$ cat config.mk
export PLATFORM = sky130hd
export DESIGN_NAME = scsu_moddiv
export DESIGN_NICKNAME = d
export VERILOG_FILES = /design/src/hdl/scsu_pkg.sv /design/src/hdl/scsu_moddiv.sv
export SDC_FILE = /design/constraint.sdc
export NUM_CORES = 1
export LEC_CHECK = 0
export CORE_UTILIZATION = 41
export DETAILED_ROUTE_END_ITERATION = 12
export DONT_BUFFER_PORTS = 1
export HOLD_SLACK_MARGIN = 0.03
export PLACE_DENSITY_LB_ADDON = 0.1
export SETUP_SLACK_MARGIN = 0.4
export SYNTH_ARGS = -nofsm -noshare
export SYNTH_HDL_FRONTEND = slang
export SYNTH_SLANG_ARGS = --single-unit
$ cat constraint.sdc
create_clock -name i_clk -period 8.29 [get_ports i_clk]
set_input_delay 2.0725 -clock i_clk [delete_from_list [all_inputs] [get_ports i_clk]]
set_output_delay 2.0725 -clock i_clk [all_outputs]
set_load 0.05 [all_outputs]
$ cat src/hdl/scsu_pkg.sv
package scsu_pkg;

    localparam int DATA_W      = 16;
    localparam int VOL_REG_W   = 8;
    localparam int IN_TDATA_W  = 88;
    localparam int OUT_TDATA_W = 40;
    localparam int STEP_W      = 5;

    // request kinds carried on the slave tuser
    localparam logic [1:0] REQ_WRITE = 2'd0;
    localparam logic [1:0] REQ_START = 2'd1;
    localparam logic [1:0] REQ_TICK  = 2'd2;
    localparam logic [1:0] REQ_STOP  = 2'd3;

    // result actions carried on the master tuser
    localparam logic [2:0] ACT_NONE      = 3'd0;
    localparam logic [2:0] ACT_PLAY_ONCE = 3'd1;
    localparam logic [2:0] ACT_PLAY_REP  = 3'd2;
    localparam logic [2:0] ACT_STOP      = 3'd3;
    localparam logic [2:0] ACT_ENDED     = 3'd4;
    localparam logic [2:0] ACT_ERROR     = 3'd5;

    // script opcodes
    localparam logic [15:0] OPC_PLAY      = 16'd0;
    localparam logic [15:0] OPC_WAIT      = 16'd1;
    localparam logic [15:0] OPC_PLAY_REP  = 16'd2;
    localparam logic [15:0] OPC_PLAY_LOOP = 16'd3;
    localparam logic [15:0] OPC_DELAY     = 16'd4;
    localparam logic [15:0] OPC_DELAY_RND = 16'd5;
    localparam logic [15:0] OPC_VOLUME    = 16'd6;
    localparam logic [15:0] OPC_VOL_REL   = 16'd7;
    localparam logic [15:0] OPC_ATTEN     = 16'd8;
    localparam logic [15:0] OPC_RESTART   = 16'd9;
    localparam logic [15:0] OPC_END       = 16'd10;

    typedef logic [STEP_W-1:0] t_step;

    typedef enum logic [4:0] {
        U_NOP,
        U_ACCEPT,
        U_WRITE,
        U_STOP_END,
        U_STOP_KEEP,
        U_START,
        U_TICK,
        U_RD1,
        U_RD2,
        U_RD3,
        U_PLAY,
        U_WAIT,
        U_PLAY_REP,
        U_PLAY_LOOP,
        U_DELAY,
        U_RAND,
        U_RAND_FIN,
        U_VOLUME,
        U_VOL_REL,
        U_ATTEN,
        U_RESTART,
        U_END,
        U_ERROR,
        U_SEND0,
        U_SEND1
    } t_uop;

    typedef enum logic [3:0] {
        J_NEXT,
        J_GOTO,
        J_WAIT_IN,
        J_REQ,
        J_TICK,
        J_OPC,
        J_RAND,
        J_DIV,
        J_SEND0,
        J_SEND1
    } t_jmp;

    typedef struct packed {
        t_uop  uop;
        t_jmp  jmp;
        t_step target;
    } t_uword;

    // datapath flags the sequencer branches on
    typedef struct packed {
        logic        in_valid;
        logic [1:0]  req_type;
        logic        running;
        logic        delay_nz;
        logic [15:0] opcode;
        logic        hi_lt_lo;
        logic        div_busy;
        logic        out_busy;
        logic        two_results;
    } t_status;

    typedef struct packed {
        logic [2:0]  action;
        logic [15:0] sid;
        logic [6:0]  vol;
        logic [7:0]  att;
    } t_result;

    localparam t_step S_ACCEPT   = 5'd0;
    localparam t_step S_REQ      = 5'd1;
    localparam t_step S_WRITE    = 5'd2;
    localparam t_step S_STOP     = 5'd3;
    localparam t_step S_START    = 5'd4;
    localparam t_step S_LOAD     = 5'd5;
    localparam t_step S_TICK     = 5'd6;
    localparam t_step S_RD1      = 5'd7;
    localparam t_step S_RD2      = 5'd8;
    localparam t_step S_RD3      = 5'd9;
    localparam t_step S_DSP      = 5'd10;
    localparam t_step S_PLAY     = 5'd11;
    localparam t_step S_WAIT     = 5'd12;
    localparam t_step S_PREP     = 5'd13;
    localparam t_step S_PLOOP    = 5'd14;
    localparam t_step S_DELAY    = 5'd15;
    localparam t_step S_RAND     = 5'd16;
    localparam t_step S_RWAIT    = 5'd17;
    localparam t_step S_RFIN     = 5'd18;
    localparam t_step S_VOL      = 5'd19;
    localparam t_step S_VREL     = 5'd20;
    localparam t_step S_ATT      = 5'd21;
    localparam t_step S_RESTART  = 5'd22;
    localparam t_step S_END      = 5'd23;
    localparam t_step S_ERR      = 5'd24;
    localparam t_step S_SEND0    = 5'd25;
    localparam t_step S_SEND1    = 5'd26;

    function automatic t_uword uw(t_uop u, t_jmp j, t_step t);
        t_uword w;
        w.uop    = u;
        w.jmp    = j;
        w.target = t;
        return w;
    endfunction

    // control store
    function automatic t_uword ucode(t_step s);
        t_uword w;
        case (s)
            S_ACCEPT:  w = uw(U_ACCEPT,    J_WAIT_IN, S_ACCEPT);
            S_REQ:     w = uw(U_NOP,       J_REQ,     S_ACCEPT);
            S_WRITE:   w = uw(U_WRITE,     J_GOTO,    S_SEND0);
            S_STOP:    w = uw(U_STOP_END,  J_GOTO,    S_SEND0);
            S_START:   w = uw(U_STOP_KEEP, J_NEXT,    S_ACCEPT);
            S_LOAD:    w = uw(U_START,     J_GOTO,    S_SEND0);
            S_TICK:    w = uw(U_TICK,      J_TICK,    S_SEND0);
            S_RD1:     w = uw(U_RD1,       J_NEXT,    S_ACCEPT);
            S_RD2:     w = uw(U_RD2,       J_NEXT,    S_ACCEPT);
            S_RD3:     w = uw(U_RD3,       J_NEXT,    S_ACCEPT);
            S_DSP:     w = uw(U_NOP,       J_OPC,     S_ACCEPT);
            S_PLAY:    w = uw(U_PLAY,      J_GOTO,    S_SEND0);
            S_WAIT:    w = uw(U_WAIT,      J_GOTO,    S_SEND0);
            S_PREP:    w = uw(U_PLAY_REP,  J_GOTO,    S_SEND0);
            S_PLOOP:   w = uw(U_PLAY_LOOP, J_GOTO,    S_SEND0);
            S_DELAY:   w = uw(U_DELAY,     J_GOTO,    S_SEND0);
            S_RAND:    w = uw(U_RAND,      J_RAND,    S_SEND0);
            S_RWAIT:   w = uw(U_NOP,       J_DIV,     S_ACCEPT);
            S_RFIN:    w = uw(U_RAND_FIN,  J_GOTO,    S_SEND0);
            S_VOL:     w = uw(U_VOLUME,    J_GOTO,    S_SEND0);
            S_VREL:    w = uw(U_VOL_REL,   J_GOTO,    S_SEND0);
            S_ATT:     w = uw(U_ATTEN,     J_GOTO,    S_SEND0);
            S_RESTART: w = uw(U_RESTART,   J_GOTO,    S_SEND0);
            S_END:     w = uw(U_END,       J_GOTO,    S_SEND0);
            S_ERR:     w = uw(U_ERROR,     J_GOTO,    S_SEND0);
            S_SEND0:   w = uw(U_SEND0,     J_SEND0,   S_ACCEPT);
            S_SEND1:   w = uw(U_SEND1,     J_SEND1,   S_ACCEPT);
            default:   w = uw(U_NOP,       J_GOTO,    S_ACCEPT);
        endcase
        return w;
    endfunction

    function automatic t_step req_entry(logic [1:0] r);
        t_step s;
        case (r)
            REQ_WRITE: s = S_WRITE;
            REQ_START: s = S_START;
            REQ_TICK:  s = S_TICK;
            default:   s = S_STOP;
        endcase
        return s;
    endfunction

    function automatic t_step op_entry(logic [15:0] op);
        t_step s;
        case (op)
            OPC_PLAY:      s = S_PLAY;
            OPC_WAIT:      s = S_WAIT;
            OPC_PLAY_REP:  s = S_PREP;
            OPC_PLAY_LOOP: s = S_PLOOP;
            OPC_DELAY:     s = S_DELAY;
            OPC_DELAY_RND: s = S_RAND;
            OPC_VOLUME:    s = S_VOL;
            OPC_VOL_REL:   s = S_VREL;
            OPC_ATTEN:     s = S_ATT;
            OPC_RESTART:   s = S_RESTART;
            OPC_END:       s = S_END;
            default:       s = S_ERR;
        endcase
        return s;
    endfunction

endpackage

$ cat src/hdl/scsu_moddiv.sv
// Restoring remainder, one dividend bit per cycle.
module scsu_moddiv (
    input  logic                      i_clk,
    input  logic                      i_rst_n,
    input  logic                      i_start,
    input  logic [scsu_pkg::DATA_W-1:0] i_dividend,
    input  logic [scsu_pkg::DATA_W:0]   i_divisor,
    output logic                      o_busy,
    output logic [scsu_pkg::DATA_W-1:0] o_rem
);

    localparam int CW = $clog2(scsu_pkg::DATA_W);

    logic                          r_busy;
    logic [CW-1:0]                 r_cnt;
    logic [scsu_pkg::DATA_W-1:0]   r_num;
    logic [scsu_pkg::DATA_W:0]     r_rem;
    logic [scsu_pkg::DATA_W:0]     r_den;
    logic [scsu_pkg::DATA_W+1:0]   w_trial;
    logic [scsu_pkg::DATA_W+1:0]   w_next;

    always_comb begin
        w_trial = {r_rem, r_num[scsu_pkg::DATA_W-1]};
        if (w_trial >= {1'b0, r_den}) begin
            w_next = w_trial - {1'b0, r_den};
        end else begin
            w_next = w_trial;
        end
    end

    always_ff @(posedge i_clk) begin
        if (!i_rst_n) begin
            r_busy <= 1'b0;
            r_cnt  <= '0;
        end else if (i_start) begin
            r_busy <= 1'b1;
            r_cnt  <= '0;
            r_num  <= i_dividend;
            r_den  <= i_divisor;
            r_rem  <= '0;
        end else if (r_busy) begin
            r_rem <= w_next[scsu_pkg::DATA_W:0];
            r_num <= {r_num[scsu_pkg::DATA_W-2:0], 1'b0};
            r_cnt <= r_cnt + 1'b1;
            if (r_cnt == CW'(scsu_pkg::DATA_W - 1)) begin
                r_busy <= 1'b0;
            end
        end
    end

    assign o_busy = r_busy;
    assign o_rem  = r_rem[scsu_pkg::DATA_W-1:0];

endmodule

; ---- Word-level counts from Yosys, hierarchy flattened
; Cells that the tools add are included.
[word_totals]
ff_bits = 55
inputBits = 36
out_inout_bits = 17
elab_cells = 21
[op_classes]
n_addsub = 2
n_lt_le_gt_ge = 1
eq_ne = 1
n_mux = 7
bitwise = 1
reduce_logical = 4
[op_table]
columns = operator, n
row1 = two-way mux 17 bit, 2
row2 = two-way mux 16 bit, 2
row3 = greater-or-equal comparator 18 x 17 -> 1 bit, 1
row4 = subtractor 17 bit, 1
row5 = "adder 4 x 1 -> 4 bit, second input constant", 1
row6 = "== test 4 bit, second input constant", 1
row7 = AND reduction 2 bit, 2
row8 = two-way mux 1 bit, 3
row9 = nonzero test 2 bit, 1
row10 = OR reduction 2 bit, 1
row11 = NOT 1 bit, 1

; ---- Depth between registers and ports, before layout
; Gate-level depths: netlist of the first run.
[logic_depth]
depth_word = 4
depth_mapped = 11
depth_no_buf = 10

; ---- Worst setup path before layout of the first run
; No wires, ideal clock.
[synth_timing]
path_type = input to register
start = input i_start
end = register r_num[0] (netlist name), enable pin
setup_ns = 0.388
t_arrival_ns = 3.446
path_slack_ns = 4.457
cell_stages = 4
path_buffers = 2
path_cell_list = clkbuf_1 clkbuf_1 o21ai_0 inv_1
[synth_between]
elab_chain_len = 2
[synth_rtl]
columns = element, line
row1 = from (decl), scsu_moddiv.sv:5  ; input logic i_start,
row2 = nonzero test 2 bit (no source line), n/a
row3 = AND reduction 2 bit (no source line), n/a
row4 = to (signal assigned), scsu_moddiv.sv:38  ; r_num <= i_dividend;
row5 = to (signal assigned), scsu_moddiv.sv:43  ; r_num <= {r_num[scsu_pkg::DATA_W-2:0], 1'b0};
row6 = to (decl), scsu_moddiv.sv:16  ; logic [scsu_pkg::DATA_W-1:0] r_num;
; Every way passes these cells.
; A chain may end at the register's enable or synchronous reset.

; ---- Worst setup path after layout of the first run
[layout_timing]
start = register r_rem[0] (netlist name)
end = register r_rem[1] (netlist name), data pin
[layout_between]
elab_chain_len = 3
[layout_rtl]
columns = element, line
row1 = from (decl), scsu_moddiv.sv:17  ; logic [scsu_pkg::DATA_W:0] r_rem;
row2 = from (signal assigned), scsu_moddiv.sv:42  ; r_rem <= w_next[scsu_pkg::DATA_W:0];
row3 = subtractor 17 bit or greater-or-equal comparator 18 x 17 -> 1 bit (tied branches), "scsu_moddiv.sv:25, scsu_moddiv.sv:24"
row4 = two-way mux 17 bit (*), scsu_moddiv.sv:24  ; if (w_trial >= {1'b0, r_den}) begin
row5 = two-way mux 17 bit (*), scsu_moddiv.sv:41  ; end else if (r_busy) begin
; Mark *: on every way between the ends. The rest lies on a longest branch, timed or not. The select of a mux whose other input is x is not followed.

==> flow_summary_export.csv, run 1 <==
group,metric,value,unit
routing,drt-pass1-iter-count,5,
place,placedCellCount,360,
yosys,syn_nets,340,
critical_path,critical-path-slowest-cell,"edfxtp_1",
routing,drt-total-wl,6020,microns
yosys,async_flop_share,0,
place,dp_hpwl,4210,microns
sta,post-route-period-util,0.381,
routing,drt_iter0_markers,98,
yosys,synth_edf_count,50,
floorplanning,die_w,90.6,microns
floorplanning,initial_core_util,0.435,
power,seqPwrFrac,0.520,
critical_path,worst_ep_arrival_time,3.23,ns
cts,cts_buffers,5,
cts,cts_buffer_depth,2,
critical_path,crit_type,"flop to flop",
yosys,synthFlopType,"edfxtp_1",
floorplanning,die-area,0.00821,sq mm
run,maxCapViolCount,0,
sta,hold_viol,0,
cts,cts-resized-gates,0,
yosys,ys_seq_area_frac,0.497,
routing,drc,0,
power,vdd.ir_drop.worst,0.0000873,V
final_layout,antenna_cells,0,
place,dpl_cell_area,0.00318,sq mm
critical_path,critPathLaunchType,"flop",
critical_path,max_stage_delay,0.68,ns
routing,num_vias,1975,
critical_path,path_cells,"fa_1 > a21o_1 > a221o_2 > a22oi_1 > a21o_1 > mux2i_1 > nor2_1",
sta,slew_headroom,0.394,
final_layout,layout.nets,323,
cts,h-tree-depth,2,
yosys,syn_avg_cell_area,11.3,sq um
power,leakage,0.00131,uW
critical_path,cp_max_fo,13,
routing,vias_per_cell,5.37,
floorplanning,core_area,0.00741,sq mm
yosys,synth_simple_gate_area_share,0.0948,
global_route,grt_pass1_vias,1930,
yosys,synth_top_family_by_area,"compound AO/OA/AOI/OAI gates",
sta,layout_min_cycle_time,3.16,ns
routing,antenna_left,0,
global_route,antenna_found_initial,0,
yosys,synthXorXnorAreaFrac,0.0272,
yosys,synth_adder_area_share,0.0762,
cts,cts_tree,"yes",
routing,wl_per_cell,16.3,microns
sta,finalSetupViolCount,0,
min_path,hp-class,"flop to flop",
power,comb_power_share,0.241,
power,pwr-share-clk,0.239,
power,power.density,220,mW/mm^2
floorplanning,die_y,90.6,microns
sta,rsz0062_at_grt,"no",
place,port-buffer-count,0,
power,internal_power,486,uW
sta,fin_tns_setup,0,ns
yosys,ys_types,53,
cts,clkLatencyLatePin,0.31,ns
global_route,grt_pass1_wl,9960,microns
place,gp_congestion,0.762,
floorplanning,rows,31,
power,p_switching,239,uW
yosys,synth_cells,285,
yosys,yosysWarnings,0,
floorplanning,io_pins,53,
final_layout,post-route-util,0.445,
final_layout,final_area,0.00330,sq mm
cts,cts_root_buf,"clkbuf_8",
final_layout,drive_above_1_share,0.126,
final_layout,area_growth,2.37,%
sta,tightest_slew,0.909,ns
cts,clk_pin_slew,0.11,ns
sta,skew,0.0105,ns
cts,cts_sinks,55,
critical_path,worstPathRequired,8.36,ns
sta,maxSlewViolCount,0,
yosys,ys_seq_elements,55,
global_route,grt-ovfl-total,0,
critical_path,critPathMostFrequentCell,"a21o_1",
yosys,synth_mux_area_frac,0.0715,
run_status,status,"finished, final reports clean",
global_route,grt_max_degree,36,
sta,max_freq,316,MHz
global_route,track_usage,0.153,
final_layout,instances_no_fill,368,
power,swShare,0.329,
yosys,syn_area,0.00322,sq mm
power,p_total,724,uW
cts,cts_hold_buffers,0,
critical_path,end_kind,"flop",
yosys,synth_compound_area_frac,0.153,
cts,cts_setup_buffers,0,
[layout make-up]
class	count	area, sq um
fillers	689	4110
clock buffers	6	93.8
flip-flops and latches	55	1600
repair buffers	1	7.51
inverters	24	90.1
clock inverters	2	17.5
well taps	99	124
multi-input cells	181	1360
[cell usage after synthesis, drive strengths merged, types with 2 or more instances]
| cell | n | area, sq um |
|---|---|---|
| buf | 19 | 144 |
| nor3b | 2 | 15.0 |
| nand3 | 3 | 15.0 |
| o21a | 2 | 15.0 |
| and3 | 7 | 43.8 |
| a21o | 7 | 53.8 |
| a221oi | 3 | 26.3 |
| a21oi | 20 | 108 |
| dfxtp | 5 | 100 |
| nor2 | 16 | 60.1 |
| nor2b | 3 | 18.8 |
| nand4 | 3 | 18.8 |
| o21ai | 10 | 50.1 |
| a31oi | 4 | 25.0 |
| nand2 | 16 | 60.1 |
| xor2 | 5 | 43.8 |
| and2 | 3 | 18.8 |
| mux2i | 5 | 50.1 |
| a31o | 3 | 26.3 |
| clkbuf | 6 | 22.5 |
| a211oi | 6 | 45.0 |
| or3 | 2 | 12.5 |
| edfxtp | 50 | 1500 |
| mux2 | 16 | 180 |
| or2 | 2 | 12.5 |
| ha | 18 | 225 |
| inv | 24 | 90.1 |
| xnor2 | 5 | 43.8 |
[cell usage in the layout, fill, tap and decap left out, types with 2 or more instances in the layout]
cell       n
edfxtp_1  50
inv_1     24
a21oi_1   18
ha_1      18
mux2_2    16
nand2_1   16
nor2_1    16
o21ai_0   10
and3_1     7
a21o_1     6
a211oi_1   6
xor2_1     5
mux2i_1    5
xnor2_1    5
clkbuf_8   5
dfxtp_1    5
a31oi_1    4
and2_1     3
nand4_1    3
nor2b_1    3
a221oi_1   3
nand3_1    3
a21oi_2    2
a31o_2     2
o21a_1     2
or2_2      2
or3_1      2
nor3b_1    2
[layer usage]
metal  vias to the layer above  GRT usage  share of wire
met5                         -          0              0
met4                         0     0.0403         0.0086
met3                         4     0.0396          0.049
met2                        38      0.227           0.45
met1                       925      0.222           0.49
li1                       1008          -              -
[cell families (layout without fill, tap and decap cells)]
family,Yosys count,after routing
DFF,55,55
xor gates and xnor gates,10,10
AOI/OAI and AO/OA,70,70
and+or+nand+nor,61,61
adders and majority gates,19,19
muxes,21,21
buffers and inverters,49,33
[final timing paths]
kind                  from        to  slack, ns  cells after the start
hold reg to reg   r_cnt[3]    o_busy       0.52                      1
setup / recovery  r_rem[0]  r_rem[1]       5.13                      7
hold / removal    r_cnt[3]    o_busy       0.52                      1
setup reg to reg  r_rem[0]  r_rem[1]       5.13                      7
[sequential cells by signal, indices dropped and copies added (netlist names)]
name	flops
r_den	17
r_rem	17
r_num	16
r_cnt	4
o_busy	1
[through the flow]
step / hold WS [ns] / setup slack, ns
after global placement: 0.480 / 5.10
after floorplan: 0.457 / 4.46
after global routing: 0.539 / 4.91
final: 0.519 / 5.13
after CTS: 0.516 / 5.12
after detailed placement: 0.481 / 5.09
[worst max-delay path: cells and delay by family (launching register included)]
kind / cells / cell delay, ns
adder cells (fa/ha/maj): 1 / 0.56
AND/OR/NAND/NOR: 1 / 0.05
AO/OA/AOI/OAI: 4 / 1.38
multiplexers: 1 / 0.24
flip-flops: 1 / 0.68
[power by group through the flow]
stage / sequential (uW) / clock (uW) / combinational, uW
after global placement: 383 / 0 / 174
final: 376 / 173 / 175
after global routing: 380 / 188 / 197
after CTS: 377 / 181 / 176
after detailed placement: 383 / 0 / 174
after floorplan: 347 / 0 / 191
No activity file was read; power rests on OpenSTA's default activity.
==> inputs of run 2 (changes only) <==
==> constraint.sdc (replaced) <==
create_clock -name i_clk -period 3 [get_ports i_clk]
set_input_delay 0.75 -clock i_clk [delete_from_list [all_inputs] [get_ports i_clk]]
set_output_delay 0.75 -clock i_clk [all_outputs]
set_load 0.05 [all_outputs]
==> run 2 against run 1 <==
  * Design area grew 11%
  * Sequential share of layout area is 4.7 points lower
  * First-iteration DRC count up 2.0%
  * Largest cell class unchanged
  * Largest power group unchanged
==> flow_summary_export.csv, run 2 (synthesis results as in run 1) <==
group,metric,value,unit
routing,antenna_left,0,
final_layout,mostFrequentLayoutCell,"edfxtp_1",
critical_path,critPathLaunchType,"flop",
place,port-buffer-count,0,
global_route,antenna_found_initial,0,
global_route,grt_max_degree,36,
power,p_total,2230,uW
critical_path,worstPathRequired,3.07,ns
power,vdd.ir_drop.worst,0.000302,V
cts,clk_pin_slew,0.09,ns
cts,h-tree-depth,2,
run,maxCapViolCount,0,
sta,maxSlewViolCount,0,
critical_path,end_kind,"flop",
min_path,holdPathStages,1,
place,dpl_cell_area,0.00335,sq mm
power,power.density,613,mW/mm^2
final_layout,area_growth,13.2,%
sta,tightest_slew,0.663,ns
routing,num_vias,2161,
sta,post-route-period-util,0.857,
global_route,grt_pass1_vias,2101,
routing,vias_per_cell,5.44,
final_layout,final_area,0.00364,sq mm
power,comb_power_share,0.321,
critical_path,ff2ff_path_depth,11,
final_layout,instances_no_fill,397,
cts,cts_buffers,5,
power,pwr-share-clk,0.259,
min_path,hp-class,"flop to flop",
cts,cts_root_buf,"clkbuf_8",
floorplanning,io_pins,53,
run_status,status,"finished, final reports clean",
sta,finalSetupViolCount,0,
final_layout,drive_above_1_share,0.265,
final_layout,layout.nets,352,
cts,cts_buffer_depth,2,
sta,rsz0062_at_grt,"yes",
sta,max_freq,389,MHz
power,leakage,0.00147,uW
final_layout,antenna_cells,0,
critical_path,reg2reg_setup_slack,0.43,ns
power,p_switching,694,uW
global_route,track_usage,0.164,
sta,hold_viol,0,
sta,skew,0.0139,ns
sta,layout_min_cycle_time,2.57,ns
place,placedCellCount,380,
power,seqPwrFrac,0.420,
cts,cts_sinks,55,
floorplanning,die-area,0.00821,sq mm
sta,slew_headroom,0.558,
critical_path,crit_type,"flop to flop",
floorplanning,core_area,0.00741,sq mm
place,gp_congestion,0.766,
final_layout,largestRegisters,"r_den: 17 flops, r_rem: 17 flops, r_num: 16 flops",
critical_path,timing.rr.end,"r_rem[1]",
min_path,hold_path_end,"o_busy",
critical_path,rr_startpoint,"r_num[15]",
sta,whs,0.488,ns
final_layout,final_cell_mix,"edfxtp_1, buf_4, inv_1",
min_path,hold_start,"r_cnt[3]",
cts,clkLatencyLatePin,0.31,ns
power,internal_power,1540,uW
place,dp_hpwl,4520,microns
routing,wl_per_cell,16.6,microns
floorplanning,rows,31,
routing,drt-pass1-iter-count,4,
global_route,grt-ovfl-total,0,
routing,drt_iter0_markers,100,
power,swShare,0.311,
cts,cts_tree,"yes",
floorplanning,die_w,90.6,microns
floorplanning,die_y,90.6,microns
floorplanning,initial_core_util,0.435,
critical_path,cp_max_fo,7,
routing,drc,0,
critical_path,worst_ep_arrival_time,2.64,ns
global_route,grt_pass1_wl,10600,microns
sta,fin_tns_setup,0,ns
routing,drt-total-wl,6580,microns
final_layout,nFillCells,680,
[run 2: changes by cell type in the layout (fill, tap and decap cells not counted), moves of 3 or more]
cell,change
buf_4,+25
a21oi_1,-4
a21oi_2,+3
ha_1,-3
nand2_1,-3
[run 2: worst max-delay path by stage]
stage               from         to  cells past startpoint
2_1_floorplan  r_num[15]   r_rem[1]                     11
3_3_place_gp   r_num[15]   r_rem[9]                     11
3_5_place_dp   r_num[15]  r_rem[11]                     11
4_1_cts        r_num[15]   r_rem[1]                     10
5_1_grt        r_num[15]   r_rem[1]                     11
6_report       r_num[15]   r_rem[1]                     11
[run 2: timing repair]
item | CTS | global route
setup buffers | 3 | 5
hold buffers | 0 | 0
gates resized for setup | 7 | 17
setup endpoints to repair | 17 | 17
pin swaps | 5 | 8
gates cloned | 1 | 0
[run 2: per-layer routing]
layer  up-vias  share of wire  track usage
met1      1039           0.48        0.224
met2        52           0.46        0.259
met3         4          0.050       0.0404
met5         -              0            0
li1       1066              -            -
met4         0         0.0081       0.0470
[run 2: worst max-delay path: stages (launching register included)]
cell      delay, ns
edfxtp_1       0.39
inv_1          0.07
ha_2           0.18
inv_2          0.04
fa_2           0.34
a21o_1         0.18
a221o_2        0.40
a22oi_2        0.17
buf_6          0.15
a21o_4         0.17
mux2i_1        0.19
nor2_1         0.05
[run 2: final cells by class]
cell class	instances	area, sq um	share of cell area
Timing Repair Buffer	29	238	0.0652
Sequential cell	55	1600	0.439
Tap cell	99	124	0.0340
Multi-Input combinational cell	182	1460	0.400
Clock inverter	2	60.1	0.0165
Inverter	24	90.1	0.0247
Clock buffer	6	72.6	0.0199
[run 2: power by group through the flow]
stage | clock (uW) | sequential [uW] | combinational, uW
floorplan | 0 | 959 | 529
global placement | 0 | 955 | 636
detailed placement | 0 | 956 | 637
CTS | 600 | 940 | 679
global route | 625 | 945 | 785
finish | 579 | 938 | 716
[run 2: stage by stage]
step | util | setup slack [ns]
floorplan | - | 0.407
global placement | 0.452 | 0.285
detailed placement | 0.452 | 0.234
finish | 0.492 | 0.429
global route | 0.492 | 0.301
CTS | 0.480 | 0.402
