==> config.mk <==
export PLATFORM = sky130hd
export DESIGN_NAME = scsu_useq
export DESIGN_NICKNAME = d
export VERILOG_FILES = /design/src/hdl/scsu_pkg.sv /design/src/hdl/scsu_useq.sv
export SDC_FILE = /design/constraint.sdc
export NUM_CORES = 1
export LEC_CHECK = 0
export ABC_AREA = 0
export BUFFER_PORTS_ARGS = -buffer_cell sky130_fd_sc_hd__buf_2
export CAP_MARGIN = 20
export CORE_ASPECT_RATIO = 1.25
export CORE_MARGIN = 2
export CORE_UTILIZATION = 59
export CTS_CLUSTER_DIAMETER = 60
export DETAILED_ROUTE_END_ITERATION = 16
export GPL_TIMING_DRIVEN = 1
export PLACE_DENSITY = 0.94
export SYNTH_ARGS = -nofsm -noshare
export SYNTH_HDL_FRONTEND = slang
export SYNTH_SLANG_ARGS = --single-unit
==> constraint.sdc <==
create_clock -name i_clk -period 7.62 [get_ports i_clk]
set_input_delay 1.524 -clock i_clk [delete_from_list [all_inputs] [get_ports i_clk]]
set_output_delay 1.524 -clock i_clk [all_outputs]
set_load 0.02 [all_outputs]
==> src/hdl/scsu_pkg.sv <==
package scsu_pkg;

    localparam int DATA_W      = 16;
    localparam int VOL_REG_W   = 8;
    localparam int IN_TDATA_W  = 88;
    localparam int OUT_TDATA_W = 40;
    localparam int STEP_W      = 5;

    // request kinds carried on the slave tuser
    localparam logic [1:0] REQ_WRITE = 2'd0;
    localparam logic [1:0] REQ_START = 2'd1;
    localparam logic [1:0] REQ_TICK  = 2'd2;
    localparam logic [1:0] REQ_STOP  = 2'd3;

    // result actions carried on the master tuser
    localparam logic [2:0] ACT_NONE      = 3'd0;
    localparam logic [2:0] ACT_PLAY_ONCE = 3'd1;
    localparam logic [2:0] ACT_PLAY_REP  = 3'd2;
    localparam logic [2:0] ACT_STOP      = 3'd3;
    localparam logic [2:0] ACT_ENDED     = 3'd4;
    localparam logic [2:0] ACT_ERROR     = 3'd5;

    // script opcodes
    localparam logic [15:0] OPC_PLAY      = 16'd0;
    localparam logic [15:0] OPC_WAIT      = 16'd1;
    localparam logic [15:0] OPC_PLAY_REP  = 16'd2;
    localparam logic [15:0] OPC_PLAY_LOOP = 16'd3;
    localparam logic [15:0] OPC_DELAY     = 16'd4;
    localparam logic [15:0] OPC_DELAY_RND = 16'd5;
    localparam logic [15:0] OPC_VOLUME    = 16'd6;
    localparam logic [15:0] OPC_VOL_REL   = 16'd7;
    localparam logic [15:0] OPC_ATTEN     = 16'd8;
    localparam logic [15:0] OPC_RESTART   = 16'd9;
    localparam logic [15:0] OPC_END       = 16'd10;

    typedef logic [STEP_W-1:0] t_step;

    typedef enum logic [4:0] {
        U_NOP,
        U_ACCEPT,
        U_WRITE,
        U_STOP_END,
        U_STOP_KEEP,
        U_START,
        U_TICK,
        U_RD1,
        U_RD2,
        U_RD3,
        U_PLAY,
        U_WAIT,
        U_PLAY_REP,
        U_PLAY_LOOP,
        U_DELAY,
        U_RAND,
        U_RAND_FIN,
        U_VOLUME,
        U_VOL_REL,
        U_ATTEN,
        U_RESTART,
        U_END,
        U_ERROR,
        U_SEND0,
        U_SEND1
    } t_uop;

    typedef enum logic [3:0] {
        J_NEXT,
        J_GOTO,
        J_WAIT_IN,
        J_REQ,
        J_TICK,
        J_OPC,
        J_RAND,
        J_DIV,
        J_SEND0,
        J_SEND1
    } t_jmp;

    typedef struct packed {
        t_uop  uop;
        t_jmp  jmp;
        t_step target;
    } t_uword;

    // datapath flags the sequencer branches on
    typedef struct packed {
        logic        in_valid;
        logic [1:0]  req_type;
        logic        running;
        logic        delay_nz;
        logic [15:0] opcode;
        logic        hi_lt_lo;
        logic        div_busy;
        logic        out_busy;
        logic        two_results;
    } t_status;

    typedef struct packed {
        logic [2:0]  action;
        logic [15:0] sid;
        logic [6:0]  vol;
        logic [7:0]  att;
    } t_result;

    localparam t_step S_ACCEPT   = 5'd0;
    localparam t_step S_REQ      = 5'd1;
    localparam t_step S_WRITE    = 5'd2;
    localparam t_step S_STOP     = 5'd3;
    localparam t_step S_START    = 5'd4;
    localparam t_step S_LOAD     = 5'd5;
    localparam t_step S_TICK     = 5'd6;
    localparam t_step S_RD1      = 5'd7;
    localparam t_step S_RD2      = 5'd8;
    localparam t_step S_RD3      = 5'd9;
    localparam t_step S_DSP      = 5'd10;
    localparam t_step S_PLAY     = 5'd11;
    localparam t_step S_WAIT     = 5'd12;
    localparam t_step S_PREP     = 5'd13;
    localparam t_step S_PLOOP    = 5'd14;
    localparam t_step S_DELAY    = 5'd15;
    localparam t_step S_RAND     = 5'd16;
    localparam t_step S_RWAIT    = 5'd17;
    localparam t_step S_RFIN     = 5'd18;
    localparam t_step S_VOL      = 5'd19;
    localparam t_step S_VREL     = 5'd20;
    localparam t_step S_ATT      = 5'd21;
    localparam t_step S_RESTART  = 5'd22;
    localparam t_step S_END      = 5'd23;
    localparam t_step S_ERR      = 5'd24;
    localparam t_step S_SEND0    = 5'd25;
    localparam t_step S_SEND1    = 5'd26;

    function automatic t_uword uw(t_uop u, t_jmp j, t_step t);
        t_uword w;
        w.uop    = u;
        w.jmp    = j;
        w.target = t;
        return w;
    endfunction

    // control store
    function automatic t_uword ucode(t_step s);
        t_uword w;
        case (s)
            S_ACCEPT:  w = uw(U_ACCEPT,    J_WAIT_IN, S_ACCEPT);
            S_REQ:     w = uw(U_NOP,       J_REQ,     S_ACCEPT);
            S_WRITE:   w = uw(U_WRITE,     J_GOTO,    S_SEND0);
            S_STOP:    w = uw(U_STOP_END,  J_GOTO,    S_SEND0);
            S_START:   w = uw(U_STOP_KEEP, J_NEXT,    S_ACCEPT);
            S_LOAD:    w = uw(U_START,     J_GOTO,    S_SEND0);
            S_TICK:    w = uw(U_TICK,      J_TICK,    S_SEND0);
            S_RD1:     w = uw(U_RD1,       J_NEXT,    S_ACCEPT);
            S_RD2:     w = uw(U_RD2,       J_NEXT,    S_ACCEPT);
            S_RD3:     w = uw(U_RD3,       J_NEXT,    S_ACCEPT);
            S_DSP:     w = uw(U_NOP,       J_OPC,     S_ACCEPT);
            S_PLAY:    w = uw(U_PLAY,      J_GOTO,    S_SEND0);
            S_WAIT:    w = uw(U_WAIT,      J_GOTO,    S_SEND0);
            S_PREP:    w = uw(U_PLAY_REP,  J_GOTO,    S_SEND0);
            S_PLOOP:   w = uw(U_PLAY_LOOP, J_GOTO,    S_SEND0);
            S_DELAY:   w = uw(U_DELAY,     J_GOTO,    S_SEND0);
            S_RAND:    w = uw(U_RAND,      J_RAND,    S_SEND0);
            S_RWAIT:   w = uw(U_NOP,       J_DIV,     S_ACCEPT);
            S_RFIN:    w = uw(U_RAND_FIN,  J_GOTO,    S_SEND0);
            S_VOL:     w = uw(U_VOLUME,    J_GOTO,    S_SEND0);
            S_VREL:    w = uw(U_VOL_REL,   J_GOTO,    S_SEND0);
            S_ATT:     w = uw(U_ATTEN,     J_GOTO,    S_SEND0);
            S_RESTART: w = uw(U_RESTART,   J_GOTO,    S_SEND0);
            S_END:     w = uw(U_END,       J_GOTO,    S_SEND0);
            S_ERR:     w = uw(U_ERROR,     J_GOTO,    S_SEND0);
            S_SEND0:   w = uw(U_SEND0,     J_SEND0,   S_ACCEPT);
            S_SEND1:   w = uw(U_SEND1,     J_SEND1,   S_ACCEPT);
            default:   w = uw(U_NOP,       J_GOTO,    S_ACCEPT);
        endcase
        return w;
    endfunction

    function automatic t_step req_entry(logic [1:0] r);
        t_step s;
        case (r)
            REQ_WRITE: s = S_WRITE;
            REQ_START: s = S_START;
            REQ_TICK:  s = S_TICK;
            default:   s = S_STOP;
        endcase
        return s;
    endfunction

    function automatic t_step op_entry(logic [15:0] op);
        t_step s;
        case (op)
            OPC_PLAY:      s = S_PLAY;
            OPC_WAIT:      s = S_WAIT;
            OPC_PLAY_REP:  s = S_PREP;
            OPC_PLAY_LOOP: s = S_PLOOP;
            OPC_DELAY:     s = S_DELAY;
            OPC_DELAY_RND: s = S_RAND;
            OPC_VOLUME:    s = S_VOL;
            OPC_VOL_REL:   s = S_VREL;
            OPC_ATTEN:     s = S_ATT;
            OPC_RESTART:   s = S_RESTART;
            OPC_END:       s = S_END;
            default:       s = S_ERR;
        endcase
        return s;
    endfunction

endpackage

==> src/hdl/scsu_useq.sv <==
// Step counter over the control store, with mapped and conditional jumps.
module scsu_useq (
    input  logic              i_clk,
    input  logic              i_rst_n,
    input  scsu_pkg::t_status i_status,
    output scsu_pkg::t_uop    o_uop
);

    scsu_pkg::t_step  r_pc;
    scsu_pkg::t_step  n_pc;
    scsu_pkg::t_uword w_word;
    scsu_pkg::t_step  w_inc;

    assign w_word = scsu_pkg::ucode(r_pc);
    assign w_inc  = r_pc + 1'b1;

    always_comb begin
        case (w_word.jmp)
            scsu_pkg::J_NEXT:    n_pc = w_inc;
            scsu_pkg::J_GOTO:    n_pc = w_word.target;
            scsu_pkg::J_WAIT_IN: n_pc = i_status.in_valid ? w_inc : r_pc;
            scsu_pkg::J_REQ:     n_pc = scsu_pkg::req_entry(i_status.req_type);
            scsu_pkg::J_TICK: begin
                n_pc = (!i_status.running || i_status.delay_nz) ? w_word.target : w_inc;
            end
            scsu_pkg::J_OPC:     n_pc = scsu_pkg::op_entry(i_status.opcode);
            scsu_pkg::J_RAND:    n_pc = i_status.hi_lt_lo ? w_word.target : w_inc;
            scsu_pkg::J_DIV:     n_pc = i_status.div_busy ? r_pc : w_inc;
            scsu_pkg::J_SEND0: begin
                if (i_status.out_busy) begin
                    n_pc = r_pc;
                end else begin
                    n_pc = i_status.two_results ? w_inc : w_word.target;
                end
            end
            scsu_pkg::J_SEND1:   n_pc = i_status.out_busy ? r_pc : w_word.target;
            default:             n_pc = w_word.target;
        endcase
    end

    always_ff @(posedge i_clk) begin
        if (!i_rst_n) begin
            r_pc <= scsu_pkg::S_ACCEPT;
        end else begin
            r_pc <= n_pc;
        end
    end

    assign o_uop = w_word.uop;

endmodule

# Word-level counts from Yosys, hierarchy flattened

Memory sizes are Yosys's and may differ from the RTL's. A register that Yosys moved wholly into a read port is not among the register bits.
Cells that the tools add are included.

Register bits after elaboration: 5
Output and inout port bits: 5
Bits of input ports: 27
Memory bits (read-only): 464
Memories kept: 2
Word-level logic and storage cells: 36

Reduce and logical (&&, ||, !) cells: 6
Eq/ne operators: 14
Multiplexer cells: 12
$add $sub $neg: 1

Memories:

| memory           | words | bits a word | read ports | clocked after memory_dff | wr ports | line            | source |
|---|---|---|---|---|---|---|---|
| (name not given) | 32    | 12          | 1          | 1                        | 0        | scsu_pkg.sv:144 | `case (s)` |
| (name not given) | 16    | 5           | 1          | 0                        | 0        | scsu_pkg.sv:190 | `case (op)` |

Operators by type and width:

| operator              | count |
|---|---|
| $mux W5               | 10 |
| $pmux W5 S9           | 1 |
| $eq A4 B3 Y1 const B  | 4 |
| $logic_not A12 Y1     | 1 |
| $pmux W3 S3           | 1 |
| $eq A4 B2 Y1 const B  | 2 |
| $eq A4 B4 Y1 const B  | 2 |
| $ne A2 B2 Y1 const B  | 4 |
| $add A5 B1 Y5 const B | 1 |
| $logic_not A4 Y1      | 1 |
| $reduce_and A4 Y1     | 1 |
| $eq A2 B1 Y1 const B  | 1 |
| $eq A2 B2 Y1 const B  | 1 |
| $logic_not A2 Y1      | 1 |
| $logic_not A1 Y1      | 1 |
| $logic_or A1 B1 Y1    | 1 |

# Longest topological paths before layout

Gate-level depths: netlist (run 1).

Depth after elaboration: 6
Gate-level depth with buffers: 14
Depth with buffers taken out: 13

# Worst setup path after synthesis (run 1)

No wires, ideal clock.

Path kind: input-to-reg
From: input port i_status[24] (netlist name)
To: register w_word[4] (netlist name)
Library setup time: 0.121 ns
Cell stages on the path: 12
Path buffers: 2
Data arrival time: 3.870 ns
Path slack: 3.629 ns
Data required time: 7.499 ns
Cells stage by stage: or4b_1 a21oi_2 or2_1 buf_6 mux2_4 and2_4 buf_6 nand2_8 ha_1 o31ai_2 a21oi_1 mux2_2

Longest elaborated chain between the ends: 4

Ends and longest elaborated chain:

| what                           | line           | source |
|---|---|---|
| start, declared                | scsu_useq.sv:5 | `input scsu_pkg::t_status i_status,` |
| $ne A2 B2 Y1 (no line)         | --             |  |
| $reduce_and A4 Y1 (no line)    | --             |  |
| $mux W5 (no line) (2 in a row) | --             |  |

Every way passes these cells.
A chain may end at the register's enable or synchronous reset.

# Worst setup path in the final report (run 1)

From: input port i_status[21] (netlist name)
To: register w_word[4] (netlist name)

Longest elaborated chain between the ends: 6

Ends and longest elaborated chain:

| what                           | line            | source |
|---|---|---|
| $logic_not A1 Y1               | scsu_useq.sv:24 | `n_pc = (!i_status.running \|\| i_status.delay_nz) ? w_word.target : w_inc;` |
| $logic_or A1 B1 Y1             | scsu_useq.sv:24 |  |
| $mux W5                        | scsu_useq.sv:24 |  |
| $pmux W5 S9                    | scsu_useq.sv:18 | `case (w_word.jmp)` |
| $mux W5 (no line) (2 in a row) | --              |  |

Every way passes these cells.

==> results by group, run 1 <==
Status
  • Outcome: complete, no violations

Placed design
  • Pre-CTS setup slack: 3.21 ns
  • Routability cong.: 0.916
  • PortBufs: 31
  • Detailed Place HPWL: 2.79 mm
  • Placed cell areas: 1630 µm²

Synthesis
  • Commonest cells post-synth: dfxtp_1 (15), nand2_1 (15), a21oi_1 (14)
  • Post-Synthesis Cells: approximately 190
  • Synth Register Bits: 15
  • EDFF count, synth: 0
  • Yosys top cell area share: 0.194
  • Synth warn: 0
  • Yosys cell types: 58
  • Register area share after synthesis: 0.194
  • Syn nets: ~230
  • Mean post-synth cell area: 7.96 µm²
  • Share of flip-flops with an asynchronous set or reset: 0
  • Cell taking the most area after synthesis: dfxtp_1
  • Top post-synthesis cells by area: dfxtp_1 (19%), ha_1 (9.7%), a21oi_1 (4.5%), nand2_1 (3.6%), buf_4 (3.4%)
  • Ys flop type: dfxtp_1
  • Mapped Area: 1540 µm²

Timing
  • Max-slew violation count: 0
  • Final worst-path setup slack: around 3.5 ns
  • Fmax achieved: 241 MHz
  • Post-route minimum period: 4.15 ns
  • Worst-Margin Slew: between 0.7 and 0.8 ns
  • RSZ-0062 raised after global routing: false
  • Slew headroom: 0.526
  • Final Setup Violations: 0
  • Worst hold slack: 0.802 ns
  • Final Skew: 0.00287 ns
  • Final Cycle Share: 0.544
  • Final hold viol count: 0
  • Setup_tns: 0 ns

Route
  • Vias per cell: approximately 6
  • # DRC: 0
  • Drt pass-1 iters: 5
  • Iter 0 DRT Violations: 59
  • Final WL: 3.59 mm
  • Vias: 1477
  • WL per Instance: 14.5 µm
  • ANT nets after route: 0

Setup path
  • R2r worst-path depth: 11
  • CP Capture Type: flip-flop
  • FF-to-FF setup slack: 4.11 ns
  • Reg-to-Reg End: w_word[4]
  • Crit path DAT: 4.33 ns
  • Worst path required time: slightly below 8 ns
  • Type of origin of the critical path: primary input
  • Critical path type: primary input to flip-flop
  • RR Startpoint: w_word[7]
  • Crit Path Max Fanout: 5

Final layout
  • Fillers: 220
  • # diodes: 0
  • Final instance area: 1650 µm²
  • Layout cells sized above 1: 0.238
  • Register Area: between 300 and 400 µm²
  • Area Overhead vs Synth: 7.05%
  • Multi-input gate area: 1070 µm²
  • Nets: roughly 250

Floorplanning
  • # rows: 20
  • Core ar.: 2450 µm²
  • Die Y: 61.2 µm
  • Die Wd: 49.8 µm
  • Die area: 3040 µm²
  • # IOs: 32
  • Starting Density: 0.630

Pwr
  • Static leakage: 0.724 nW
  • P per Cell Area: ~400 nW/µm²
  • Final Power: between 600 and 700 µW
  • Worst vdd ir: between 0.0003 and 0.0004 V

Clock network
  • # resized after CTS: 0
  • Clock Latency Late Sink: between 0.2 and 0.3 ns
  • Number of setup buffers added after CTS: 0
  • CTS clk-pin slew, worst paths: 0.08 ns
  • Hold_buf cts: 0
  • Clk buf depth: 2
  • CTS tree: built
  • Clock sink total: 15
  • Htree depth: 1
  • Num CTS Buffers: 3
  • Clock root buffer: clkbuf_4

Global route
  • Global-route wire length before repair: 5.84 mm
  • GR Util All Layers: 0.251
  • Initial antenna violation count: 0
  • Vias in the first global route: roughly 1300
  • Largest net degree at the start of global routing: 19
  • Overflow after GRT: 0

Worst hold path
  • Worst hold path class: flip-flop to flip-flop
  • Worst hold path cell count: 3
  • Hold wc startpoint: r_pc[0]
  • Hold EP: r_pc[0]

Flow run
  • Max-Cap Viols: 0
==> kinds of logic (layout without fill, tap and decap cells) <==
group | after synthesis | count (layout) | share of synthesized area
AOI/OAI and AO/OA | 52 | 52 | 0.229
xor gates and xnor gates | 5 | 5 | 0.0284
adders and majority gates | 12 | 12 | 0.0972
buffers and inverters | 30 | 50 | 0.113
DFF | 15 | 15 | 0.194
muxes | 8 | 8 | 0.0592
and+or+nand+nor | 72 | 72 | 0.280
==> placed cells by master, fill, tap and decap left out, drive strengths merged, types with 4 or more instances in the layout <==
| cell type | synthesis | routed |
|---|---|---|
| mux2i | 5 | 5 |
| nor4 | 4 | 4 |
| and2 | 6 | 6 |
| nand2 | 17 | 17 |
| nor3 | 8 | 8 |
| o21ai | 7 | 7 |
| nor2 | 8 | 8 |
| ha | 12 | 12 |
| nand3 | 6 | 6 |
| nor2b | 4 | 4 |
| a21oi | 16 | 16 |
| a31oi | 5 | 5 |
| buf | 13 | 31 |
| dfxtp | 15 | 15 |
| inv | 15 | 15 |
| nand2b | 4 | 4 |
==> stage by stage <==
| stage | utilization | instances |
|---|---|---|
| after floorplan | - | 194 |
| after global placement | 0.663 | 243 |
| after detailed placement | 0.663 | 243 |
| after CTS | 0.674 | 247 |
| after global routing | 0.674 | 247 |
| final | 0.674 | 247 |
==> layer usage <==
metal	track usage	wire [µm]	up-vias
met5	0	0	-
met4	0.0952	71	0
met3	0.0340	180	9
met2	0.509	1880	60
met1	0.263	1450	670
li1	-	-	738
==> critical path: stages <==
cell and delay, ns:
buf_2 0.10, nor2b_1 0.16, o21a_1 0.17, o41ai_1 0.39, nor4_1 0.12, o31ai_1 0.50, and2_1 0.30, inv_1 0.12
ha_1 0.36, o31ai_2 0.24, a21oi_1 0.06, mux2_2 0.27
==> how the worst max path moves through the flow <==
stage	depth (start not counted)	startpoint	endpoint
6_report	12	i_status[21]	w_word[4]
5_1_grt	12	i_status[21]	w_word[4]
4_1_cts	12	i_status[21]	w_word[4]
3_5_place_dp	12	i_status[21]	w_word[4]
3_3_place_gp	12	i_status[21]	w_word[4]
2_1_floorplan	12	i_status[24]	w_word[4]
==> where the power goes <==
group | internal, mW | switching (mW) | leakage (nW)
Clock | 0.0196 | 0.0261 | 0.0177
Sequential | 0.109 | 0.0373 | 0.123
Combinational | 0.191 | 0.265 | 0.583
==> registers in the layout, summed over array words and instances, names as in the netlist <==
signal / count
r_pc: 5
w_word: 10
==> final cells by class <==
type                    instances  area share
repair buffers                 31      0.0939
inverters                      15      0.0356
well taps                      33      0.0250
flip-flops and latches         15       0.182
multi-input cells             149       0.647
clock inverters                 1     0.00303
clock buffers                   3      0.0136
Power figures use the tool's default switching activity.
==> run 2: changes to the inputs <==
--- a/config.mk
+++ b/config.mk
@@ -10,11 +10,11 @@
 export CAP_MARGIN = 20
 export CORE_ASPECT_RATIO = 1.25
 export CORE_MARGIN = 2
-export CORE_UTILIZATION = 59
+export CORE_UTILIZATION = 55
 export CTS_CLUSTER_DIAMETER = 60
 export DETAILED_ROUTE_END_ITERATION = 16
 export GPL_TIMING_DRIVEN = 1
-export PLACE_DENSITY = 0.94
+export PLACE_DENSITY = 0.89
 export SYNTH_ARGS = -nofsm -noshare
 export SYNTH_HDL_FRONTEND = slang
 export SYNTH_SLANG_ARGS = --single-unit
==> constraint.sdc (replaced) <==
create_clock -name i_clk -period 4.25 [get_ports i_clk]
set_input_delay 0.85 -clock i_clk [delete_from_list [all_inputs] [get_ports i_clk]]
set_output_delay 0.85 -clock i_clk [all_outputs]
set_load 0.02 [all_outputs]
==> run 2 against run 1 <==
Sequential share of layout area down 0.096 points. Setup slack worse by 2.7 ns. Via count rose by 2.2%. Sequential cell count stayed put. Largest power group unchanged. Sequential power increased by 79%. Critical path type is now flip-flop to flip-flop. Critical endpoint unchanged.
==> results by group, run 2 (synthesis gave the netlist of run 1 again) <==
Status
  • Outcome: complete, no violations

Timing
  • Final Setup Violations: 0
  • Final hold viol count: 0
  • Worst-Margin Slew: 0.608 ns
  • Post-route minimum period: 3.49 ns
  • Fmax achieved: about 290 MHz
  • Slew headroom: 0.589
  • RSZ-0062 raised after global routing: false
  • Final Skew: 0.00148 ns
  • Setup_tns: 0 ns
  • Max-slew violation count: 0
  • Final Cycle Share: 0.822

Clock network
  • Num CTS Buffers: 3
  • Number of setup buffers added after CTS: 0
  • Htree depth: 1
  • CTS clk-pin slew, worst paths: 0.09 ns
  • # resized after CTS: 0
  • Hold_buf cts: 0
  • Clk buf depth: 2
  • Clock Latency Late Sink: 0.29 ns
  • CTS tree: built
  • Clock root buffer: clkbuf_4
  • Clock sink total: 15

Floorplanning
  • # rows: 21
  • Die area: approximately 3200 µm²
  • Die Wd: 51.4 µm
  • Core ar.: ~2700 µm²
  • # IOs: 32
  • Starting Density: 0.576
  • Die Y: roughly 63 µm

Setup path
  • Critical path type: flip-flop to flip-flop
  • CP Capture Type: flip-flop
  • Crit Path Max Fanout: 18
  • Worst path required time: 4.43 ns
  • Type of origin of the critical path: flip-flop
  • FF-to-FF setup slack: 0.76 ns
  • R2r worst-path depth: 11
  • Crit path DAT: 3.68 ns
  • Reg-to-Reg End: w_word[4]
  • RR Startpoint: w_word[7]

Global route
  • GR Util All Layers: 0.235
  • Vias in the first global route: around 1400
  • Overflow after GRT: 0
  • Initial antenna violation count: 0
  • Global-route wire length before repair: 6.03 mm
  • Largest net degree at the start of global routing: 19

Route
  • Metal-1 WL: 1.35 mm
  • Vias per cell: 6.06
  • Iter 0 DRT Violations: between 50 and 60
  • Routed met2 length: 1.83 mm
  • Drt pass-1 iters: 4
  • WL per Instance: around 14 µm
  • Vias: roughly 1500
  • # DRC: 0
  • ANT nets after route: 0
  • Uppermost layer routed: met4
  • Met3 routed WL: between 150 and 200 µm
  • Final WL: approximately 3.5 mm

Pwr
  • Worst vdd ir: 0.000453 V
  • Final Power: 1.16 mW
  • P per Cell Area: around 700 nW/µm²
  • Static leakage: 0.730 nW

Final layout
  • Layout cells sized above 1: 0.242
  • Area Overhead vs Synth: 7.62%
  • Most common cell after layout, fill and taps aside: buf_2
  • Nets: roughly 260
  • Most frequent cells in the layout: buf_2 (31), nand2_1 (15), dfxtp_1 (15), a21oi_1 (14), inv_1 (13)
  • Max reg flops: 10
  • # diodes: 0

Placed design
  • Detailed Place HPWL: 2.79 mm
  • PortBufs: 31
  • Routability cong.: 0.926

Flow run
  • Max-Cap Viols: 0

Worst hold path
  • Hold wc startpoint: r_pc[0]
  • Worst hold path cell count: 3
  • Worst hold path class: flip-flop to flip-flop
  • Hold EP: r_pc[0]
-- run 2: cell types whose count changed in the layout (fill, tap and decap cells not counted) --
| cell | previous run | this run |
|---|---|---|
| buf_4 | 0 | 1 |
-- run 2: worst max path at each step --
stage | from | to | slack [ns] | cells after the start
2_1_floorplan | i_status[24] | w_word[4] | 0.93 | 12
3_3_place_gp | i_status[21] | w_word[4] | 0.70 | 12
3_5_place_dp | i_status[21] | w_word[4] | 0.56 | 12
4_1_cts | w_word[7] | w_word[4] | 0.79 | 11
5_1_grt | w_word[7] | w_word[4] | 0.42 | 11
6_report | w_word[7] | w_word[4] | 0.76 | 11
-- run 2: final cells by class --
class	instances	area [µm²]
Clock buffer	3	22.5
Clock inverter	1	5.00
Fill cell	237	1020
Inverter	15	58.8
Multi-Input combinational cell	149	1070
Sequential cell	15	300
Tap cell	34	42.5
Timing Repair Buffer	32	163
-- run 2: report_power, final --
part	total [mW]	switching, mW	internal, mW
sequential	0.262	0.0669	0.195
combinational	0.816	0.467	0.349
clock	0.0810	0.0460	0.0350
-- run 2: per-layer routing --
| metal | track usage | vias to the layer above |
|---|---|---|
| li1 | - | 743 |
| met1 | 0.258 | 683 |
| met2 | 0.442 | 66 |
| met3 | 0.0142 | 18 |
| met4 | 0.105 | 0 |
| met5 | 0 | - |
-- run 2: through the flow --
step	utilization	instances	hold WS [ns]	instance area, µm²	worst slack (ns)
2_1_floorplan	-	194	0.659	1540	0.933
3_5_place_dp	0.610	245	0.776	1630	0.559
3_3_place_gp	0.610	245	0.750	1630	0.699
4_1_cts	0.620	249	0.787	1660	0.790
6_report	0.620	249	0.790	1660	0.756
5_1_grt	0.620	249	0.860	1660	0.416
-- run 2: critical path, stage by stage, from the launching register on --
cell      delay [ns]
dfxtp_1         0.66
nor4bb_1        0.64
nand2_1         0.10
nor2_1          0.11
nor4_1          0.06
o31ai_1         0.47
and2_1          0.30
inv_1           0.12
ha_1            0.36
o31ai_2         0.25
a21oi_1         0.06
mux2_2          0.27
==> run 3: changes to the inputs <==
--- a/config.mk
+++ b/config.mk
@@ -5,12 +5,12 @@
 export SDC_FILE = /design/constraint.sdc
 export NUM_CORES = 1
 export LEC_CHECK = 0
-export ABC_AREA = 0
+export ABC_AREA = 1
 export BUFFER_PORTS_ARGS = -buffer_cell sky130_fd_sc_hd__buf_2
 export CAP_MARGIN = 20
 export CORE_ASPECT_RATIO = 1.25
 export CORE_MARGIN = 2
-export CORE_UTILIZATION = 55
+export CORE_UTILIZATION = 56
 export CTS_CLUSTER_DIAMETER = 60
 export DETAILED_ROUTE_END_ITERATION = 16
 export GPL_TIMING_DRIVEN = 1
==> constraint.sdc (replaced) <==
create_clock -name i_clk -period 3.49 [get_ports i_clk]
set_input_delay 0.698 -clock i_clk [delete_from_list [all_inputs] [get_ports i_clk]]
set_output_delay 0.698 -clock i_clk [all_outputs]
set_load 0.02 [all_outputs]
==> run 3 against run 2 <==
Worst hold slack lost 0.18 ns. Setup slack improved by 0.37 ns. Area after synthesis grew 10%. First-iteration DRC count down 16%. Wire length increased by 2.8%. Non-clock buffer count shrank 1. Die area grew 7.8%. Register-to-register slack better by 0.38 ns. Sequential share of layout area shrank 1.9 points. Via count grew 16%. Synthesized cell count is 43% higher. Clock power increased by 25%. Critical endpoint is now w_word[10].
==> results by group, run 3 <==
Status
  • Outcome: complete, no violations

Final layout
  • Final Non-Filler Cells: 341
  • Most common cell after layout, fill and taps aside: nand2_1
  • Max reg flops: 10
  • # diodes: 0
  • Register Area: 300 µm²
  • Multi-input gate area: 1190 µm²
  • Area Overhead vs Synth: 9.03%
  • Fillers: 292
  • Most frequent cells in the layout: nand2_1 (93), inv_1 (35), buf_2 (31), nor2_1 (30), nand3_1 (29)
  • Nets: 345
  • Layout cells sized above 1: 0.220

Route
  • Final WL: roughly 3.6 mm
  • Metal-1 WL: between 1 and 1.5 mm
  • ANT nets after route: 0
  • WL per Instance: 10.6 µm
  • Met3 routed WL: between 100 and 150 µm
  • Drt pass-1 iters: 4
  • Iter 0 DRT Violations: between 40 and 50
  • Uppermost layer routed: met4
  • # DRC: 0
  • Routed met2 length: about 1.9 mm
  • Vias per cell: 5.13
  • Vias: around 1800

Placed design
  • Pre-CTS setup slack: 0.844 ns
  • Detailed Place HPWL: 3.00 mm
  • Routability cong.: 0.933
  • Placed Cells: approximately 340
  • PortBufs: 31

Setup path
  • Type of origin of the critical path: primary input
  • Worst path required time: 3.73 ns
  • CP Cell Sequence: buf_2, nor2_1, nor2_1, nor2_2, inv_1, nand2_1, nand2_1, nand3_1, nand2_1, nand2_1, nand2_1, ha_1, inv_1, nand4_1, nand2_1, nand2_1, nand2_1, nand2_1, nand2_1
  • Cell mode on critical path: nand2_1
  • Crit-path max cell delay: roughly 0.37 ns
  • Critical path type: primary input to flip-flop
  • Launch point of the worst path: i_status[20]
  • Crit path buf inv count: 3
  • CP Capture Type: flip-flop
  • Crit path DAT: 2.61 ns
  • CP top delay family: simple AND/OR/NAND/NOR gates
  • Crit Path Max Fanout: 6
  • CP max-delay cell: ha_1
  • RR Startpoint: w_word[7]

Pwr
  • Clock power frac: 0.067
  • Final Power: 1.50 mW
  • Internal power: 660 µW
  • Reg power frac: 0.212
  • Combinational power share: 0.720
  • Static leakage: 1.05 nW
  • P per Cell Area: slightly above 800 nW/µm²
  • Switching Fraction: 0.561
  • Sw Pwr: approximately 840 µW
  • Worst vdd ir: 0.000676 V

Global route
  • GR Util All Layers: 0.231
  • Initial antenna violation count: 0
  • Global-route wire length before repair: 6.27 mm
  • Overflow after GRT: 0
  • Vias in the first global route: 1607
  • Largest net degree at the start of global routing: 14

Synthesis
  • EDFF count, synth: 0
  • Synth warn: 0
  • Cell taking the most area after synthesis: nand2_1
  • Yosys top cell area share: 0.205
  • Mapped Area: between 1500 and 2000 µm²
  • Synth Register Bits: 15
  • Ys flop type: dfxtp_1
  • Commonest cells post-synth: nand2_1 (93), inv_1 (35), nor2_1 (30)
  • Count leader, synth: nand2_1
  • Top post-synthesis cells by area: nand2_1 (20%), dfxtp_1 (18%), ha_1 (8.8%), nand3_1 (8.5%), inv_1 (7.7%)
  • Register area share after synthesis: 0.176
  • Share of flip-flops with an asynchronous set or reset: 0
  • Mean post-synth cell area: between 6 and 7 µm²
  • Post-Synthesis Cells: 278
  • Syn nets: 317
  • Yosys cell types: 32

Clock network
  • Clock root buffer: clkbuf_4
  • Num CTS Buffers: 3
  • CTS clk-pin slew, worst paths: 0.09 ns
  • Clk buf depth: 2
  • Number of setup buffers added after CTS: 0
  • CTS tree: built
  • # resized after CTS: 0
  • Htree depth: 1
  • Clock sink total: 15
  • Hold_buf cts: 0
  • Clock Latency Late Sink: 0.29 ns

Flow run
  • Max-Cap Viols: 0

Worst hold path
  • Hold wc startpoint: r_pc[3]
  • Worst hold path class: flip-flop to flip-flop

Floorplanning
  • Die Wd: 53.3 µm
  • # rows: 22
  • Die Y: 65.7 µm
  • Core ar.: 2920 µm²
  • Starting Density: 0.584
  • # IOs: 32
  • Die area: 3500 µm²

Timing
  • Max-slew violation count: 0
  • Slew headroom: 0.795
  • Worst-Margin Slew: 0.307 ns
  • Final Setup Violations: 0
  • RSZ-0062 raised after global routing: false
  • Fmax achieved: roughly 420 MHz
  • Final Skew: roughly 0.0062 ns
  • Final worst-path setup slack: 1.13 ns
  • Post-route minimum period: 2.36 ns
  • Final Cycle Share: 0.678
  • Setup_tns: 0 ns
  • Final hold viol count: 0
[run 3: cell families (layout without fill, tap and decap cells)]
| kind of cell | count (synthesis) | after routing | share of synthesized area |
|---|---|---|---|
| XOR/XNOR | 3 | 3 | 0.0154 |
| flip-flops | 15 | 15 | 0.176 |
| buffers and inverters | 46 | 73 | 0.128 |
| AND/OR/NAND/NOR | 186 | 186 | 0.521 |
| adder cells (fa/ha/maj) | 12 | 12 | 0.0881 |
| AO/OA/AOI/OAI | 16 | 16 | 0.0720 |
[run 3: cell type report]
type                            count  area share
Tap cell                           36      0.0242
Timing Repair Buffer               31      0.0835
Clock inverter                      1     0.00269
Clock buffer                        3      0.0121
Inverter                           38      0.0774
Multi-Input combinational cell    217       0.638
Sequential cell                    15       0.162
[run 3: worst min-delay path, delay by kind of cell (launching register included)]
kind	cells	cell delay (ns)
compound gates	1	0.09
flops	1	0.35
simple gates	1	0.13
[run 3: per-layer routing]
| layer | track usage | vias to the layer above |
|---|---|---|
| li1 | - | 917 |
| met1 | 0.265 | 779 |
| met2 | 0.420 | 45 |
| met3 | 0.0182 | 10 |
| met4 | 0.0994 | 0 |
| met5 | 0 | - |
[run 3: per-stage QoR]
stage | utilization | hold slack, ns | cell area (µm²)
finish | 0.637 | 0.611 | 1860
global route | 0.637 | 0.639 | 1860
CTS | 0.637 | 0.610 | 1860
detailed placement | 0.627 | 0.596 | 1830
global placement | 0.627 | 0.588 | 1830
floorplan | - | 0.562 | 1700
[run 3: worst paths after layout]
check,to,slack (ns),depth (start not counted)
max,w_word[10],1.13,19
min,r_pc[3],0.61,2
max reg2reg,w_word[10],1.14,19
min reg2reg,r_pc[3],0.61,2
[run 3: power groups by stage]
stage	registers (mW)	clock network, mW	logic (mW)
6_report	0.319	0.101	1.08
5_1_grt	0.330	0.106	1.23
4_1_cts	0.319	0.100	1.08
3_5_place_dp	0.323	0	1.07
3_3_place_gp	0.320	0	1.05
2_1_floorplan	0.306	0	0.913
